## src/rtl/fcta_divider.sv

```systemverilog
module fcta_divider #(
	parameter int DW = 8,
	parameter int QW = 8,
	parameter int SW = 1
) (
	input  logic          clk,
	input  logic          arst_n,
	input  logic          in_valid,
	input  logic [DW-1:0] in_rem,
	input  logic [QW-1:0] in_num,
	input  logic [DW-1:0] in_div,
	input  logic [SW-1:0] in_side,
	output logic          out_valid,
	output logic [QW-1:0] out_quo,
	output logic [DW-1:0] out_rem,
	output logic [SW-1:0] out_side
);

	// One restoring step per stage; index 0 is the input.
	logic          valid_s [0:QW];
	logic [DW-1:0] rem_s   [0:QW];
	logic [QW-1:0] num_s   [0:QW];
	logic [QW-1:0] quo_s   [0:QW];
	logic [DW-1:0] div_s   [0:QW];
	logic [SW-1:0] side_s  [0:QW];

	assign valid_s[0] = in_valid;
	assign rem_s[0]   = in_rem;
	assign num_s[0]   = in_num;
	assign quo_s[0]   = '0;
	assign div_s[0]   = in_div;
	assign side_s[0]  = in_side;

	for (genvar k = 0; k < QW; k++) begin : g_step
		logic [DW:0]   trial;
		logic [DW:0]   diff;
		logic          take;
		logic [DW-1:0] next_rem;

		// Shift in the next numerator bit and try to subtract the divisor.
		assign trial    = {rem_s[k], num_s[k][QW-1]};
		assign diff     = trial - {1'b0, div_s[k]};
		assign take     = trial >= {1'b0, div_s[k]};
		assign next_rem = take ? diff[DW-1:0] : trial[DW-1:0];

		// Valid bit of the stage.
		always_ff @(posedge clk or negedge arst_n) begin
			if (!arst_n) begin
				valid_s[k+1] <= 1'b0;
			end else begin
				valid_s[k+1] <= valid_s[k];
			end
		end

		// Stage payload.
		always_ff @(posedge clk) begin
			rem_s[k+1]  <= next_rem;
			num_s[k+1]  <= {num_s[k][QW-2:0], 1'b0};
			quo_s[k+1]  <= {quo_s[k][QW-2:0], take};
			div_s[k+1]  <= div_s[k];
			side_s[k+1] <= side_s[k];
		end
	end

	assign out_valid = valid_s[QW];
	assign out_quo   = quo_s[QW];
	assign out_rem   = rem_s[QW];
	assign out_side  = side_s[QW];

endmodule
```

## config.mk

```make
export PLATFORM = sky130hd
export DESIGN_NAME = fcta_divider
export DESIGN_NICKNAME = d
export VERILOG_FILES = /design/src/rtl/fcta_divider.sv
export SDC_FILE = /design/constraint.sdc
export NUM_CORES = 1
export LEC_CHECK = 0
export BUFFER_PORTS_ARGS = -buffer_cell sky130_fd_sc_hd__buf_2
export CORE_MARGIN = 3
export CORE_UTILIZATION = 40
export DETAILED_ROUTE_END_ITERATION = 7
export GPL_TIMING_DRIVEN = 0
export PLACE_DENSITY = 0.65
export SETUP_SLACK_MARGIN = 0.05
export SYNTH_ARGS = -nofsm -noshare
export SYNTH_HDL_FRONTEND = slang
export SYNTH_SLANG_ARGS = --single-unit
```

## constraint.sdc

```tcl
create_clock -name clk -period 3.35 [get_ports clk]
set_input_delay 0.1675 -clock clk [delete_from_list [all_inputs] [get_ports clk]]
set_output_delay 0.1675 -clock clk [all_outputs]
set_load 0.05 [all_outputs]
```

Word-level counts from Yosys, hierarchy flattened. Cells that the tools add are included.

Bits in registers: 200. Input bits: 28. Output and inout port bits: 18. Logic and storage cells: 70.

$add $sub $neg: 8. Magnitude comparators: 8. Multiplexer cells: 8.

Operators with widths (count): greater-or-equal comparator 9 x 8 -> 1 bit (8); two-way mux 8 bit (8); subtractor 8 bit (8).

Logic depth before layout (Yosys ltp).
Depth in word-level cells: 2. Gate-level depth with buffers: 8. Mapped depth without buffers: 8.

Worst setup path before layout. OpenSTA, ideal clock, no wires.

Kind: flip-flop to flip-flop. From: register div_s[22] (netlist bit). To: register rem_s (netlist bit g_step[7].trial[3]). Setup time: 0.121 ns. Arrival time: 1.870 ns. Required time: 3.229 ns. Path slack: 1.360 ns. Cell stages (with the launch flop): 8. Path buffers: 0. Clock period less this slack: 1.990 ns. Cell sequence: dfxtp_1 -> inv_1 -> ha_1 -> a21oi_1 -> o21ai_1 -> a211o_1 -> a31oi_4 -> mux2_2.

Word-level cells in the longest chain between the ends: 2.

RTL lines: from (decl) (line 24) `logic [DW-1:0] div_s [0:QW];`; from (signal, indexed assignment) (line 60) `div_s[k+1] <= div_s[k];`; greater-or-equal comparator 9 x 8 -> 1 bit (line 43) `assign take = trial >= {1'b0, div_s[k]};`; two-way mux 8 bit (line 44) `assign next_rem = take ? diff[DW-1:0] : trial[DW-1:0];`; net g_step[6].next_rem[2] (line 38) `logic [DW-1:0] next_rem;`; to (signal, indexed assignment) (line 57) `rem_s[k+1] <= next_rem;`; to (decl) (line 21) `logic [DW-1:0] rem_s [0:QW];`.

The timed path passes the listed nets, and every way through them passes these cells.

Worst setup path after layout.
From: register div_s[17] (netlist bit). To: register rem_s (netlist bit g_step[7].trial[8]).

Word-level cells in the longest chain between the ends: 2. Elaborated cells on any way between the ends: 3. Those cells by class: 1 x add/sub; 1 x order compare; 1 x mux.

RTL lines (line): subtractor 8 bit / greater-or-equal comparator 9 x 8 -> 1 bit (equally long branches) (42, 43); two-way mux 8 bit (*) (44); net g_step[6].next_rem[7] (38).

Mark *: on every way through the listed nets, which the timed path passes. The rest lies on a longest branch.

==> results.toml <==
[floorplan]
die-area_um2 = 21400
start_util_pct = 41.4
die_w_um = 146
core-area_um2 = 19000
fp-row-count = 50
pin_count = 46
fp.dieH_um = 146

[placed_design]
dpl.hpwl_mm = 9.49
placed_area_um2 = 8420
io_buffers = 45
gp_congestion = 0.839

[logic_synthesis]
synth-edff-count = 0
synth_area_leader_cell = "dfxtp_1"
synthTopCellsByArea = "dfxtp_1, ha_1, inv_1"
netlist_area_um2 = 7870
synth_top_cell_area_share_pct = 48.8
synth_area_per_cell_um2 = 10.6
synthCells = 746
yosysWarnings = 0
synth-main-ff-cell = "dfxtp_1"
synth.distinct_cells = 49
synth_seq_cells = 200
yosysSeqAreaShare_pct = 51.4
synthArstFlopShare_pct = 4.00
syn_nets = 846

[critical_path]
path_class = "reg2reg"
slowest_stage = "a31oi_4"
path_cells = "inv_1, ha_1, nor2b_1, o21bai_1, nand3b_1, a31oi_4, mux2_2"
end_kind = "register"
crit_required_ps = 3670
arrival_ps = 2600
cpPeakStageDelay_ps = 390
worstPathMaxFanout = 8
start_kind = "register"

[pwr]
powerDensity_nw_per_um2 = 937
clkPwrFrac_pct = 22.8
seqPwrFrac_pct = 36.9
p_comb_share_pct = 40.3
netSwitchingFraction_pct = 35.8
peakVddDrop_uv = 445
p_leak_nw = 4.22
power_switching_mw = 3.12
p_int_mw = 5.58

[timing]
holdWs_ps = 60.1
rsz0062_at_grt = "false"
hold_violations = 0
skew_ps = 13.6
clock.fmax_ghz = 0.439
min_period_over_period_pct = 67.9
tightest_slew_ps = 585
finalSetupViolCount = 0
setup_tns_ps = 0
final.min_clock_period_ps = 2280
final_max_slew_viol_count = 0
max_slew_margin_pct = 61.0

[cts]
cts_setup_buffers = 0
tritoncts = "built"
cts.sinks = 200
path_clk_slew_ps = 80
cts_made_buffers = 17
ctsLongestPathBuffers = 2
htree_levels = 4
clk_latency_ps = 430
cts-root-buf = "clkbuf_16"

[detailed_routing]
first_pass_iters = 4
met2_length_mm = 6.89
via_per_inst = 4.71
dr.max_layer_used = "met4"
m1WireLength_mm = 5.08
drt-total-wl_mm = 12.7
vias = 5215
wl_per_cell_um = 11.4
dr.first_iter.drc_count = 161
routed-wl-met3_um = 385
drc = 0
drtAntennaViolNets = 0

[global_routing]
track_usage_pct = 12.3
grt_pass1_wl_mm = 21.9
grt_pass1_vias = 5251
antenna_found_initial = 0
gr-total-overflow = 0
grt_max_degree = 22

[layout]
antenna_cells = 0
nFillCells = 1746
drive_gt1_share_pct = 13.8
finalInstanceArea_um2 = 9280
area_growth_pct = 17.9
fin_nets = 935

[flow_run]
max_cap_viol_count = 0

[outcome]
status = "completed"

[min_path]
hold_path.class = "in2reg"
## cell usage in the layout (no fill, tap or decap), types with 11 or more instances in the layout
cell / netlist / layout
dfxtp_1: 192 / 192
inv_1: 97 / 97
ha_1: 64 / 64
buf_2: 1 / 46
nand2_1: 43 / 43
o21ai_0: 33 / 33
o21a_1: 31 / 31
a21oi_1: 31 / 31
nor2_1: 26 / 26
mux2_2: 25 / 25
dlygate4sd3_1: 0 / 25
nor2b_1: 23 / 23
xnor2_1: 17 / 17
clkbuf_16: 0 / 17
nor3_1: 16 / 16
nand3_1: 14 / 14
mux2i_1: 11 / 11
## per-stage QoR
stage | utilization, % | cells | power, mW | setup WS, ps
finish | 48.8 | 1107 | 8.70 | 1070
global route | 48.8 | 1107 | 9.33 | 902
CTS | 48.8 | 1107 | 8.78 | 1070
detailed placement | 44.3 | 1051 | 6.73 | 1090
global placement | 44.3 | 1051 | 6.67 | 1100
floorplan | - | 746 | 6.07 | 1360
## per-layer routing
layer / global-route usage [%] / up-vias
li1: - / 2718
met3: 3.29 / 26
met2: 24.1 / 91
met1: 11.8 / 2380
met5: 0 / -
met4: 5.74 / 0
## cells by family (layout without fill, tap and decap cells)
kind of cell	Yosys count	after routing	synth area share [%]
mux	36	36	4.97
simple gates	144	144	8.91
fa+ha+maj	72	72	12.2
xor+xnor	24	24	2.67
buf+inv	109	210	5.59
flops	200	200	51.4
compound gates	161	161	14.3
## flip-flops by register name, indices dropped and copies added, names as in the netlist
| register | count |
|---|---|
| num_s | 21 |
| out_rem | 8 |
| div_s | 56 |
| valid_s | 7 |
| out_valid | 1 |
| g_step.trial | 63 |
| side_s | 7 |
| quo_s | 28 |
| out_side | 1 |
| out_quo | 8 |
## worst max-delay path, delay by kind of cell, from the launching register on
family | cells | cell delay, ps
simple gates | 2 | 390
fa+ha+maj | 1 | 320
mux | 1 | 380
flops | 1 | 380
buf+inv | 1 | 60
compound gates | 2 | 630
## final cells by class
class                           instances  area (um^2)  area share, %
Sequential cell                       200         4040           43.6
Multi-Input combinational cell        437         3390           36.5
Timing Repair Buffer                   70          475           5.12
Clock buffer                           17          425           4.58
Inverter                               97          364           3.92
Tap cell                              260          325           3.51
Clock inverter                         14          180           1.94
Buffer                                 12         76.3          0.822
## path summary, 6_finish.rpt
check / from / depth (start not counted) / slack (ps) / to
hold reg to reg: num_s[37] / 0 / 320 / num_s[30]
max in group asynchronous: arst_n / 2 / 3080 / valid_s[7]
setup / recovery: div_s[17] / 7 / 1070 / g_step[7].trial[8]
min in group asynchronous: arst_n / 2 / 120 / out_valid
setup reg to reg: div_s[17] / 7 / 1070 / g_step[7].trial[8]
hold / removal: in_rem[0] / 3 / 60 / g_step[1].trial[2]
## what timing repair did
item / 4_1_cts / 5_1_grt
hold buffers: 25 / 0
resized for setup: 0 / 0
endpoints found under the hold margin: 32 / 0
## power groups by stage
| stage | Clock (mW) | Sequential [mW] | Combinational, mW |
|---|---|---|---|
| after floorplan | 0 | 3.39 | 2.68 |
| after CTS | 2.05 | 3.22 | 3.51 |
| after global placement | 0 | 3.26 | 3.40 |
| after global routing | 2.14 | 3.28 | 3.91 |
| final | 1.98 | 3.21 | 3.50 |
| after detailed placement | 0 | 3.27 | 3.46 |
## cell usage after synthesis (all sizes together), types with 9 or more instances
cell	instances
dfxtp	192
o31ai	9
xnor2	17
nand3	14
a21oi	32
o21ai	34
ha	64
o21a	31
nor2b	23
nand2	43
mux2i	11
a21o	9
mux2	25
inv	97
buf	9
nor3	16
nor2	26
No activity file was read; power rests on OpenSTA's default activity.
